## src/design/qlr_ram.sv

```systemverilog
// ----------------------------------------------------------------------------
// qlr_ram
// generic single write, single read ram with registered read data
// ----------------------------------------------------------------------------
module qlr_ram #(
    parameter int WIDTH = 16,
    parameter int DEPTH = 128
) (
    input  logic                     i_clk,
    input  logic                     i_we,
    input  logic [$clog2(DEPTH)-1:0] i_waddr,
    input  logic [WIDTH-1:0]         i_wdata,
    input  logic [$clog2(DEPTH)-1:0] i_raddr,
    output logic [WIDTH-1:0]         o_rdata
);
    logic [WIDTH-1:0] r_mem [DEPTH];

    always_ff @(posedge i_clk) begin
        if (i_we) begin
            r_mem[i_waddr] <= i_wdata;
        end
        o_rdata <= r_mem[i_raddr];
    end
endmodule

```

## config.mk

```make
export PLATFORM = sky130hd
export DESIGN_NAME = qlr_ram
export DESIGN_NICKNAME = d
export VERILOG_FILES = /design/src/design/qlr_ram.sv
export SDC_FILE = /design/constraint.sdc
export NUM_CORES = 2
export LEC_CHECK = 0
export BUFFER_PORTS_ARGS = -buffer_cell sky130_fd_sc_hd__buf_2
export CAP_MARGIN = 20
export CORE_ASPECT_RATIO = 1.5
export CORE_MARGIN = 5
export CORE_UTILIZATION = 43
export CTS_BUF_LIST = sky130_fd_sc_hd__clkbuf_16
export DETAILED_ROUTE_END_ITERATION = 12
export PLACE_DENSITY_LB_ADDON = 0.25
export SETUP_SLACK_MARGIN = 0.02
export SYNTH_ARGS = -nofsm -noshare
export SYNTH_HDL_FRONTEND = slang
export SYNTH_SLANG_ARGS = --single-unit
```

## constraint.sdc

```tcl
create_clock -name i_clk -period 6.6 [get_ports i_clk]
set_clock_uncertainty 0.05 [all_clocks]
set_input_delay 1.65 -clock i_clk [delete_from_list [all_inputs] [get_ports i_clk]]
set_output_delay 1.65 -clock i_clk [all_outputs]
set_load 0.01 [all_outputs]
```

Word-level counts from Yosys, hierarchy flattened
Memory sizes are Yosys's and may differ from the RTL's. A register that Yosys moved wholly into a read port is not among the register bits.
Index checks and enable logic that the tools add are counted.
{ "totals": {"register_bits": 0, "mem_bits_rw": 2048, "in_bits": 32, "output_inout_bits": 16, "elab_cells": 3, "n_memories": 1} }
{ "op_classes": {"n_mux": 2} }
{ "mem_list": {"columns": ["memory", "depth", "word_bits", "rd", "rd_clocked_by_memory_dff", "wr", "line_no", "text"], "rows": [
  ["r_mem", 128, 16, 1, 1, 1, "16", "logic [WIDTH-1:0] r_mem [DEPTH];"]
]} }
{ "op_table": {"columns": ["op", "count"], "rows": [
  ["$mux 1", 2]
]} }

Longest topological paths before layout
{ "depth": {"ltp_word": 2, "depth_mapped": 7, "mapped_depth_nobuf": 4} }

Worst setup path before layout
OpenSTA, ideal clock, no wires.
{ "synth_path": {"path_type": "input-to-reg", "start": "input port i_raddr[0]", "end": "register o_rdata[0], read port of r_mem", "setup_time_ps": 121, "arrival_time_ps": 4024, "t_required_ps": 6429, "setup_slack_ps": 2405, "stages": 6, "path_buffers": 2, "path_cell_list": "buf_2 buf_1 mux4_2 mux4_2 mux4_2 mux2_2"} }
{ "synth_lines": {"columns": ["item", "line_no", "text"], "rows": [
  ["start, declared", "13", "input logic [$clog2(DEPTH)-1:0] i_raddr,"],
  ["end, declared", "14", "output logic [WIDTH-1:0] o_rdata"]
]} }

==> reports/summary.txt <==
TritonRoute pass-1 iters: 7
Final Core Density: 49.05%
Pwr Density: 302.9 nW/um2
grt ovf: 0
Mapped Area: 78520 um2
largest family of logic cells by synthesized area: multiplexers
Post-Syn Nets: 3118
fmax: 233.3 MHz
RD Place Congestion: 0.7970
Distinct cells, synth: 17
Multi-input gate area: 16110 um2
Final Power: 27.06 mW
WP buf/inv: 3
Startpoint Class: input pin
hold path depth: 1
layout cells sized above 1: 35.21%
GR Util All Layers: 20.79%
most frequent CP cell: mux4_2
first-pass GRT wire length: 282.6 mm
number of gates resized after cts: 0
CTS H-tree depth: 4
clock root cell: clkbuf_16
setup TNS: 0 ns
CP Capture Type: flip-flop
Worst EP arrival: 4.93 ns
Post CTS Setup Buffer Count: 0
initial cell density of the core: 43.12%
adder-cell share of the synthesized area: 0%
Die ar.: 191400 um2
die height: 533.4 um
detailed placer's ending HPWL: 120.1 mm
Async SR Flop Fraction: 0%
# fillers: 14450
Reg area: 61820 um2
crit path max fanout: 45
fraction of the mapped netlist area in compound gates: 0%
largest net degree at the start of global routing: 128
Leak Pwr: 27.56 nW
worst skew pair latency: 0.84 ns
CTS tree: built
Tcrit/Tclk final: 64.94%
CP Class: in2reg
Post-Synth Simple-Gate Area: 0.8875%
number of max-cap violations: 0
antenna violations before repair: 20
crit-path cells: buf_8, buf_4, buf_4, mux4_2, mux4_2, mux4_2, mux2_2
RSZ-0062 raised after global routing: no
Avg Inst Size Synth: 25.44 um2
# hold bufs at CTS: 0
total number of vias: 35160
slew margin rel.: 22.96%
Area Overhead vs Synth: 13.75%
Vias/cell: 5.917
clk sinks: 2064
Critical-path top delay cell: buf_4
XOR/XNOR Fraction of Synth Area: 0%
family with the most delay on the worst path: multiplexers
Post-synth EDFFs: 2048
Max stage delay on crit path: 0.54 ns
deepest clock path buffer count: 4
Synth Register Bits: 2064
vias in the first global route: 36780
Setup violations, final: 0
Hold Crit Class: in2reg
predominant post-synthesis flop cell: edfxtp_1
TritonCTS Buffers: 190
Reg clk slew, reported paths: 0.07 ns
mux cell area share after synthesis: 19.50%
1st-iter DRT viols: 3975
Final min period: 4.286 ns
IO Count: 48
Req. time, crit path: 7.25 ns
Worst Tran Pin Value: 1.156 ns
Port Buffer Count: 47
status: finished clean
cell count along the critical path: 7
sequential-to-total area share from yosys stat: 78.73%
Routed Antenna Nets: 0
Max VDD drop: 228.2 uV
worst reg-to-reg path cell count: 4
nets@finish: 3392
FP Rows: 192
final hold vios: 0
core area: 182100 um2
pins over their slew limit: 0
drt total wl: 201.1 mm
Ys Warns: 0
# DRC: 0
Synth Instances: 3086
drt wl/cell: 33.84 um
Die X: 358.9 um
==> path summary, 6_finish.rpt <==
| path | startpoint | endpoint | slack [ns] |
|---|---|---|---|
| worst max-delay path | i_raddr[0] | o_rdata[12] | 2.31 |
| worst min-delay path | i_wdata[10] | r_mem[32][10] | 1.01 |
| worst max register to register | r_mem[108][7] | o_rdata[7] | 4.01 |
| worst min register to register | r_mem[44][3] | o_rdata[3] | 1.09 |
==> power by group <==
group          internal [mW]  switching [mW]  total [mW]  leakage, nW
clock network           6.48            4.71        11.2         3.21
registers               14.5          0.0593        14.5         18.5
logic                  0.537           0.803        1.34         5.81
total                   21.5            5.57        27.1         27.6
==> state kept, by name, summed over array words and instances (netlist names) <==
name / cells
o_rdata: 16
r_mem: 2048
==> cells in the mapped netlist (2+ instances only) <==
master    instances  share of area (%)
edfxtp_1       2048                 78
mux4_2          672                 19
nor2_1          122               0.58
clkbuf_1         82               0.39
buf_2            52               0.33
buf_1            28               0.13
dfxtp_1          16               0.41
mux2_2           16               0.23
nand2_1          14              0.067
nand3_1          12              0.076
nor3_1            9              0.057
nor2b_1           7              0.056
nand4_1           3              0.024
nand2b_1          2              0.016
==> cells in the final DEF (no fill, tap or decap), types with 14 or more instances in the layout <==
master     synthesis  layout
edfxtp_1        2048    2048
mux4_2           672     672
buf_4              1     198
clkbuf_16          0     193
nor2_1           122     108
clkinv_2           0      40
clkinv_1           0      32
bufinv_16          0      30
inv_1              0      28
buf_2             52      27
mux2_2            16      16
dfxtp_1           16      16
buf_12             0      15
nand2_1           14      14
==> layer usage <==
layer | vias to the layer above | wire length, um | GRT usage [%]
li1 | 14000 | - | -
met1 | 19360 | 70830 | 25.17
met2 | 1442 | 108400 | 37.93
met3 | 354 | 13700 | 3.370
met4 | 12 | 8134 | 7.186
met5 | - | 99 | 0
==> worst reg2reg max path, delay by kind of cell, from the launching register on <==
| kind | cells | cell delay, ns |
|---|---|---|
| multiplexers | 4 | 2.07 |
| flip-flops | 1 | 0.37 |
==> per-stage QoR <==
stage | setup slack [ns] | hold WS (ns) | cells | area [um2]
2_1_floorplan | 2.405 | 1.024 | 3086 | 78520
3_3_place_gp | 1.398 | 1.089 | 5591 | 82940
3_5_place_dp | 1.402 | 1.090 | 5591 | 82940
4_1_cts | 2.267 | 0.9681 | 5928 | 89230
5_1_grt | 2.135 | 0.9872 | 5933 | 89290
6_report | 2.314 | 1.010 | 5943 | 89320
==> cells by family (layout without fill, tap and decap cells) <==
kind of cell           Yosys count  in the layout
flip-flops                    2064           2064
multiplexers                   688            688
AND/OR/NAND/NOR                170            170
buffers and inverters          164            583
other                            0             13
==> final cells by class <==
| type | count | area share, % |
|---|---|---|
| antenna | 13 | 0.03642 |
| tap | 2425 | 3.397 |
| multi-input combinational | 858 | 18.03 |
| sequential | 2064 | 69.21 |
| timing repair buffer | 246 | 2.276 |
| clock inverter | 144 | 1.636 |
| clock buffer | 193 | 5.407 |
(Power assumes the default switching activity.)
