`src/design/qlr_pkg.sv`:
```
// ----------------------------------------------------------------------------
// qlr_pkg
// shared constants and types of the quadratic lagrange resampler
// ----------------------------------------------------------------------------
package qlr_pkg;

    localparam int IN_POINTS  = 128;
    localparam int OUT_POINTS = 64;
    localparam int AW         = $clog2(IN_POINTS);
    localparam int PW         = $clog2(OUT_POINTS);
    localparam int SMP_W      = 16;
    localparam int FREQ_W     = 15;
    localparam int FRAC_W     = 16;
    localparam int RATIO_W    = FREQ_W + FRAC_W;
    localparam int U_W        = RATIO_W + PW;
    localparam int N_W        = U_W - FRAC_W;
    localparam int T_W        = FRAC_W + 2;
    localparam int C_W        = 2 * FRAC_W + 4;
    localparam int P_W        = SMP_W + C_W;
    localparam int A_W        = P_W + 2;
    localparam int SH         = 2 * FRAC_W + 1;
    localparam int Y_W        = A_W - SH;
    localparam int DCNT_W     = $clog2(RATIO_W + 1);

    localparam logic [FREQ_W-1:0] NOM_RESET = FREQ_W'(5000);

    typedef logic signed [SMP_W-1:0] t_sample;
    typedef logic [FREQ_W-1:0]       t_freq;
    typedef logic [PW-1:0]           t_pos;

endpackage

```
`src/design/qlr_div.sv`:
```
// ----------------------------------------------------------------------------
// qlr_div
// restoring divider, one quotient bit per cycle, forms the q15.16 step ratio
// ----------------------------------------------------------------------------
module qlr_div (
    input  logic                       i_clk,
    input  logic                       i_rst_n,
    input  logic                       i_start,
    input  logic [qlr_pkg::FREQ_W-1:0] i_num,
    input  logic [qlr_pkg::FREQ_W-1:0] i_den,
    output logic                       o_done,
    output logic [qlr_pkg::RATIO_W-1:0] o_quot
);
    import qlr_pkg::*;

    logic [RATIO_W-1:0] r_quot, n_quot;
    logic [FREQ_W:0]    r_rem, n_rem;
    logic [FREQ_W-1:0]  r_den;
    logic [DCNT_W-1:0]  r_cnt;
    logic               r_busy;
    logic               r_done;
    logic [FREQ_W:0]    trial;
    logic               fits;

    // shift one dividend bit into the partial remainder
    always_comb begin
        trial  = {r_rem[FREQ_W-1:0], r_quot[RATIO_W-1]};
        fits   = trial >= {1'b0, r_den};
        n_rem  = fits ? trial - {1'b0, r_den} : trial;
        n_quot = {r_quot[RATIO_W-2:0], fits};
    end

    always_ff @(posedge i_clk) begin
        if (!i_rst_n) begin
            r_busy <= 1'b0;
            r_done <= 1'b0;
            r_cnt  <= '0;
        end else begin
            r_done <= 1'b0;
            if (i_start) begin
                r_busy <= 1'b1;
                r_cnt  <= '0;
            end else if (r_busy) begin
                r_cnt <= r_cnt + 1'b1;
                if (r_cnt == DCNT_W'(RATIO_W - 1)) begin
                    r_busy <= 1'b0;
                    r_done <= 1'b1;
                end
            end
        end
    end

    always_ff @(posedge i_clk) begin
        if (i_start) begin
            r_quot <= {i_num, {FRAC_W{1'b0}}};
            r_rem  <= '0;
            r_den  <= i_den;
        end else if (r_busy) begin
            r_quot <= n_quot;
            r_rem  <= n_rem;
        end
    end

    assign o_done = r_done;
    assign o_quot = r_quot;
endmodule

```
`config.mk`:
```
export PLATFORM = sky130hd
export DESIGN_NAME = qlr_div
export DESIGN_NICKNAME = d
export VERILOG_FILES = /design/src/design/qlr_pkg.sv /design/src/design/qlr_div.sv
export SDC_FILE = /design/constraint.sdc
export NUM_CORES = 1
export LEC_CHECK = 0
export BUFFER_PORTS_ARGS = -buffer_cell sky130_fd_sc_hd__buf_4
export CAP_MARGIN = 20
export CORE_MARGIN = 2
export CORE_UTILIZATION = 60
export CTS_CLUSTER_DIAMETER = 120
export DETAILED_ROUTE_END_ITERATION = 8
export PLACE_DENSITY = 0.85
export SYNTH_ARGS = -nofsm -noshare
export SYNTH_HDL_FRONTEND = slang
export SYNTH_SLANG_ARGS = --single-unit
```
`constraint.sdc`:
```
create_clock -name i_clk -period 3.9 [get_ports i_clk]
set_input_delay 0 -clock i_clk [delete_from_list [all_inputs] [get_ports i_clk]]
set_output_delay 0 -clock i_clk [all_outputs]
set_load 0.01 [all_outputs]
```
# Yosys cells after proc, flatten, opt, wreduce, memory -nomap -nowiden

Index checks and enable logic that the tools add are counted.

Bitwise logic cells: 2
Reduce and logical (&&, ||, !) cells: 3
Mux-type cells: 7
$add $sub $neg: 2
Eq/ne operators: 1
$lt $le $gt $ge: 1

Operator list:

| operator              | number |
|---|---|
| $mux W31              | 2 |
| $ge A16 B15 Y1        | 1 |
| $mux W15              | 1 |
| $sub A15 B15 Y15      | 1 |
| $add A5 B1 Y5 const B | 1 |
| $eq A5 B5 Y1 const B  | 1 |
| $mux W1               | 4 |
| $reduce_or A3 Y1      | 1 |
| $not A1 Y1            | 2 |
| $reduce_bool A2 Y1    | 1 |
| $reduce_or A2 Y1      | 1 |

Register bits after elaboration: 68
Output and inout port bits: 32
Logic and storage cells: 23
Input port bits: 33

# Depth between registers and ports, before layout

Depth after elaboration: 4
Depth in mapped cells: 10
Mapped depth without buffers: 9

# Worst setup path after synthesis

No wires, ideal clock.

Path kind: flip-flop to flip-flop
From: register r_quot[30] (netlist: o_quot[30])
To: register r_rem[7]
Required time: 3.809 ns
Slack: 1.505 ns
Stages on the path, launching flop included: 11
Buffers on the path: 1
Data arrival time: 2.304 ns
Period minus slack after synthesis: 2.395 ns
Path through: edfxtp_1 inv_1 ha_1 fa_1 and2b_1 o22a_2 o2111ai_2 a31oi_4 buf_4 nand3_1 a311oi_1

Cells in the longest elaborated chain, start to end: 2
Elaborated cells between the ends (all ways): 3
Classes of those cells: 1 x add/sub; 1 x order compare; 1 x mux

Ends and longest elaborated chain:

| item                                               | RTL line                     | RTL |
|---|---|---|
| start, declared                                    | qlr_div.sv:16                | `logic [RATIO_W-1:0] r_quot, n_quot;` |
| start signal, assigned                             | qlr_div.sv:55                | `r_quot <= {i_num, {FRAC_W{1'b0}}};` |
| start signal, assigned                             | qlr_div.sv:59                | `r_quot <= n_quot;` |
| $sub A15 B15 Y15 or $ge A16 B15 Y1 (tied branches) | qlr_div.sv:29, qlr_div.sv:28 |  |
| $mux W15 *                                         | qlr_div.sv:29                | `n_rem = fits ? trial - {1'b0, r_den} : trial;` |
| end signal, assigned                               | qlr_div.sv:60                | `r_rem <= n_rem;` |
| end, declared                                      | qlr_div.sv:17                | `logic [FREQ_W:0] r_rem, n_rem;` |

Mark *: on every way between the ends. The rest lies on a longest branch, timed or not.
A chain may end at the register's enable or synchronous reset.

# Worst setup path in the final report

From: register r_quot[30] (netlist: o_quot[30])
To: register r_rem[6]

The elaborated chain is that of the path after synthesis.

==> summary.log <==
INFO  yosys          async_reset_ff_frac=0
INFO  pwr            clkPwrFrac=0.327
INFO  placed_design  dp.final_hpwl=5130um
INFO  clocking       clock-root-buffer=sky130_fd_sc_hd__clkbuf_8
INFO  layout         final_layout_size_suffix_gt1_frac=0.216
INFO  worst_setup_path timing.critical_path.fanout_max=23
INFO  detailed_routing firstDrtPassIters=4
INFO  timing         worstMarginPinSlew=0.802ns
INFO  worst_setup_path timing.critical_path.arrival=3.28ns
INFO  worst_setup_path cpLargestDelayFamily=compound AO/OA/AOI/OAI gates
INFO  grt            global_route_wire_length_before_repair=13400um
INFO  worst_setup_path crit_path_cell_trace=inv_1 -> ha_1 -> fa_1 -> and2b_1 -> o22a_2 -> o2111ai_2 -> a31oi_4 -> nor3_1 -> a2111oi_1
INFO  yosys          dominantRegCellSynth=sky130_fd_sc_hd__dfxtp_1
INFO  worst_setup_path critical_path_required=4.12ns
INFO  worst_setup_path worst-path-stages=9
INFO  hold_path      hold_path_class=input port to flop
INFO  detailed_routing vias=2949
INFO  grt            antenna_found_initial=0
INFO  run_status     status=finished clean
INFO  pwr            ir_drop=0.285mV
INFO  layout         final_common_cell=sky130_fd_sc_hd__buf_4
INFO  placed_design  dpl_worst_slack=0.976ns
INFO  worst_setup_path cp-endpoint=r_rem[6]$_SDFFE_PP0P_
INFO  floorplan      fp.coreArea=0.00557mm2
INFO  layout         final_core_utilization=0.808
INFO  worst_setup_path timing.reg2reg.setup_slack=0.84ns
INFO  placed_design  gpl.final_weighted_congestion=0.864
INFO  detailed_routing wirelength=8410um
INFO  detailed_routing drtIter0Drc=220
INFO  pwr            share_seq_of_total_power=0.470
INFO  timing         setup_violations=0
INFO  worst_setup_path worst_setup_path_startpoint=o_quot[30]$_DFFE_PP_
INFO  clocking       worstSkewPairLatency=0.35ns
INFO  worst_setup_path worstSetupPathType=flop to flop
INFO  detailed_routing via_per_inst=5.82
INFO  placed_design  placed_cells_incl_taps=460
INFO  timing         achievable-frequency=327MHz
INFO  clocking       cts-resized-gates=0
INFO  worst_setup_path max_stage_delay=0.71ns
INFO  worst_setup_path cpMaxStageDelayCell=sky130_fd_sc_hd__a31oi_4
INFO  yosys          netlist_instances=343
INFO  worst_setup_path reg2regPathDepth=9
INFO  yosys          synth.yosys.warnings=0
INFO  layout         post_layout_nonfiller_instances=507
INFO  floorplan      dieWidth=80.6um
INFO  pwr            cellInternalPower=1.22mW
INFO  run            max_cap_viol_count=0
INFO  grt            grt_start_max_net_pins=66
INFO  clocking       cts_setup_buffers=0
INFO  pwr            cellPowerDensity=384mW/mm2
INFO  grt            number_of_global_route_vias_before_repair=2818
INFO  layout         signed_area_change_from_the_synthesized_netlist_to_the_final_layout=28.0%
INFO  pwr            leakage=1.92nW
INFO  floorplan      chipHeight=80.6um
INFO  floorplan      die_area=0.00649mm2
INFO  timing         fin_setup_tns=0ns
INFO  layout         antenna_cells=0
INFO  floorplan      pin_count=65
INFO  timing         drv_slew=0
INFO  yosys          post_synth_num_cell_types=60
INFO  clocking       cts_buffers=9
INFO  clocking       htree_levels=3
INFO  placed_design  buffer_ports.inserted=64
INFO  clocking       ctsHoldBuffers=30
INFO  yosys          synth_nets=394
INFO  detailed_routing route.detailed.wl_per_inst=16.6um
INFO  timing         timing.slew.headroom=0.466
INFO  pwr            switching_share=0.293
INFO  yosys          synth-edff-count=30
INFO  floorplan      initial_utilization=0.631
INFO  pwr            combinational_share_of_power=0.203
INFO  worst_setup_path critical_path_buffer_and_inverter_count=1
INFO  grt            grt_overflow=0
INFO  detailed_routing drt_drc_violations_left=0
INFO  pwr            power.net_switching=506uW
INFO  yosys          ys_ff_latch=68
INFO  worst_setup_path crit_path_end_kind=flop
INFO  clocking       cts_tree=done
INFO  timing         final.setup_skew=0.0127ns
INFO  clocking       clk_path_buf_depth=2
INFO  layout         final_cell_mix=sky130_fd_sc_hd__buf_4, sky130_fd_sc_hd__nor2_1, sky130_fd_sc_hd__dfxtp_1
INFO  timing         min_period_over_period=0.784
INFO  worst_setup_path reg2reg_to=r_rem[6]$_SDFFE_PP0P_
INFO  timing         grt_setup_unrepaired=false
INFO  yosys          seq_area_frac_synth=0.472
INFO  timing         final_critical_path_setup_slack=0.842ns
INFO  layout         total_number_of_nets_in_the_final_design=481
INFO  yosys          synthesis.area=0.00352mm2
INFO  grt            grt_usage=0.272
INFO  timing         layout_min_cycle_time=3.06ns
INFO  detailed_routing drt.antenna.violating_nets=0
INFO  floorplan      fp-row-count=27
INFO  yosys          synth_area_per_cell=10.3um2
INFO  worst_setup_path critical_path.startpoint_type=flop
INFO  hold_path      hold_path_depth=2
INFO  timing         hold_viol_final=0
INFO  worst_setup_path crit-reg2reg-launch=o_quot[30]$_DFFE_PP_
INFO  clocking       clock-sinks=68
INFO  clocking       clk_pin_slew_worst_setup_hold_paths=0.07ns
kinds of logic after synthesis:
family          share of synthesized area
compound gates                      0.182
xor+xnor                           0.0274
fa+ha+maj                          0.0661
buf+inv                            0.0515
flops                               0.472
mux                                0.0654
simple gates                        0.136
worst min-delay path by stage:
| stage | startpoint | to | slack [ns] |
|---|---|---|---|
| after global placement | i_den[6] | r_den[6]$_DFFE_PP_ | 0.18 |
| after floorplan | i_den[0] | r_den[0]$_DFFE_PP_ | 0.1 |
| after global routing | i_num[14] | o_quot[30]$_DFFE_PP_ | 0.04 |
| after CTS | i_num[14] | o_quot[30]$_DFFE_PP_ | 0.03 |
| final | i_num[14] | o_quot[30]$_DFFE_PP_ | 0.06 |
| after detailed placement | i_den[3] | r_den[3]$_DFFE_PP_ | 0.18 |
final cells by class:
class	instances	area [um2]
Clock buffer	10	149
Clock inverter	6	43.8
Fill cell	366	1070
Inverter	23	86.3
Multi-Input combinational cell	232	1680
Sequential cell	68	1660
Tap cell	72	90.1
Timing Repair Buffer	96	796
flip-flops by register name, summed over array words and instances, names as in the netlist:
signal,count
o_done,1
o_quot,31
r_busy,1
r_cnt,5
r_den,15
r_rem,15
synth_stat cells, drive strengths merged (3+ instances only):
library cell,count,area (um2)
nand2,24,92.6
and4,3,26.3
xor2,5,43.8
dfxtp,38,761
edfxtp,30,901
a22o,14,123
nand3,11,55.1
nor2,37,139
a211oi,12,100
nor3,4,20.0
nand4,5,37.5
inv,23,86.3
a31oi,3,33.8
or2,3,18.8
xnor2,6,52.6
and2,3,18.8
mux2i,23,230
a21oi,14,77.6
ha,17,213
o21ai,8,40.0
nor2b,5,31.3
buf,10,57.6
clkbuf,10,37.5
o21a,3,22.5
power groups by stage:
stage / clock network, mW / registers (mW) / logic [mW]
CTS: 0.563 / 0.811 / 0.341
global route: 0.601 / 0.817 / 0.382
floorplan: 0 / 0.829 / 0.215
finish: 0.565 / 0.813 / 0.350
global placement: 0 / 0.824 / 0.305
detailed placement: 0 / 0.827 / 0.312
routing by layer:
metal,vias to the layer above,track usage,part of all wire
li1,1436,-,-
met5,-,0,0
met1,1406,0.348,0.43
met2,91,0.458,0.49
met3,16,0.0517,0.060
met4,0,0.0983,0.017
per-stage QoR:
stage | cell area [um2] | hold slack, ns | power, mW
3_3_place_gp | 4000 | 0.178 | 1.13
5_1_grt | 4500 | 0.0365 | 1.80
4_1_cts | 4500 | 0.0318 | 1.71
2_1_floorplan | 3520 | 0.0989 | 1.04
3_5_place_dp | 4000 | 0.179 | 1.14
6_report | 4500 | 0.0620 | 1.73
No activity file was read; power rests on OpenSTA's default activity.
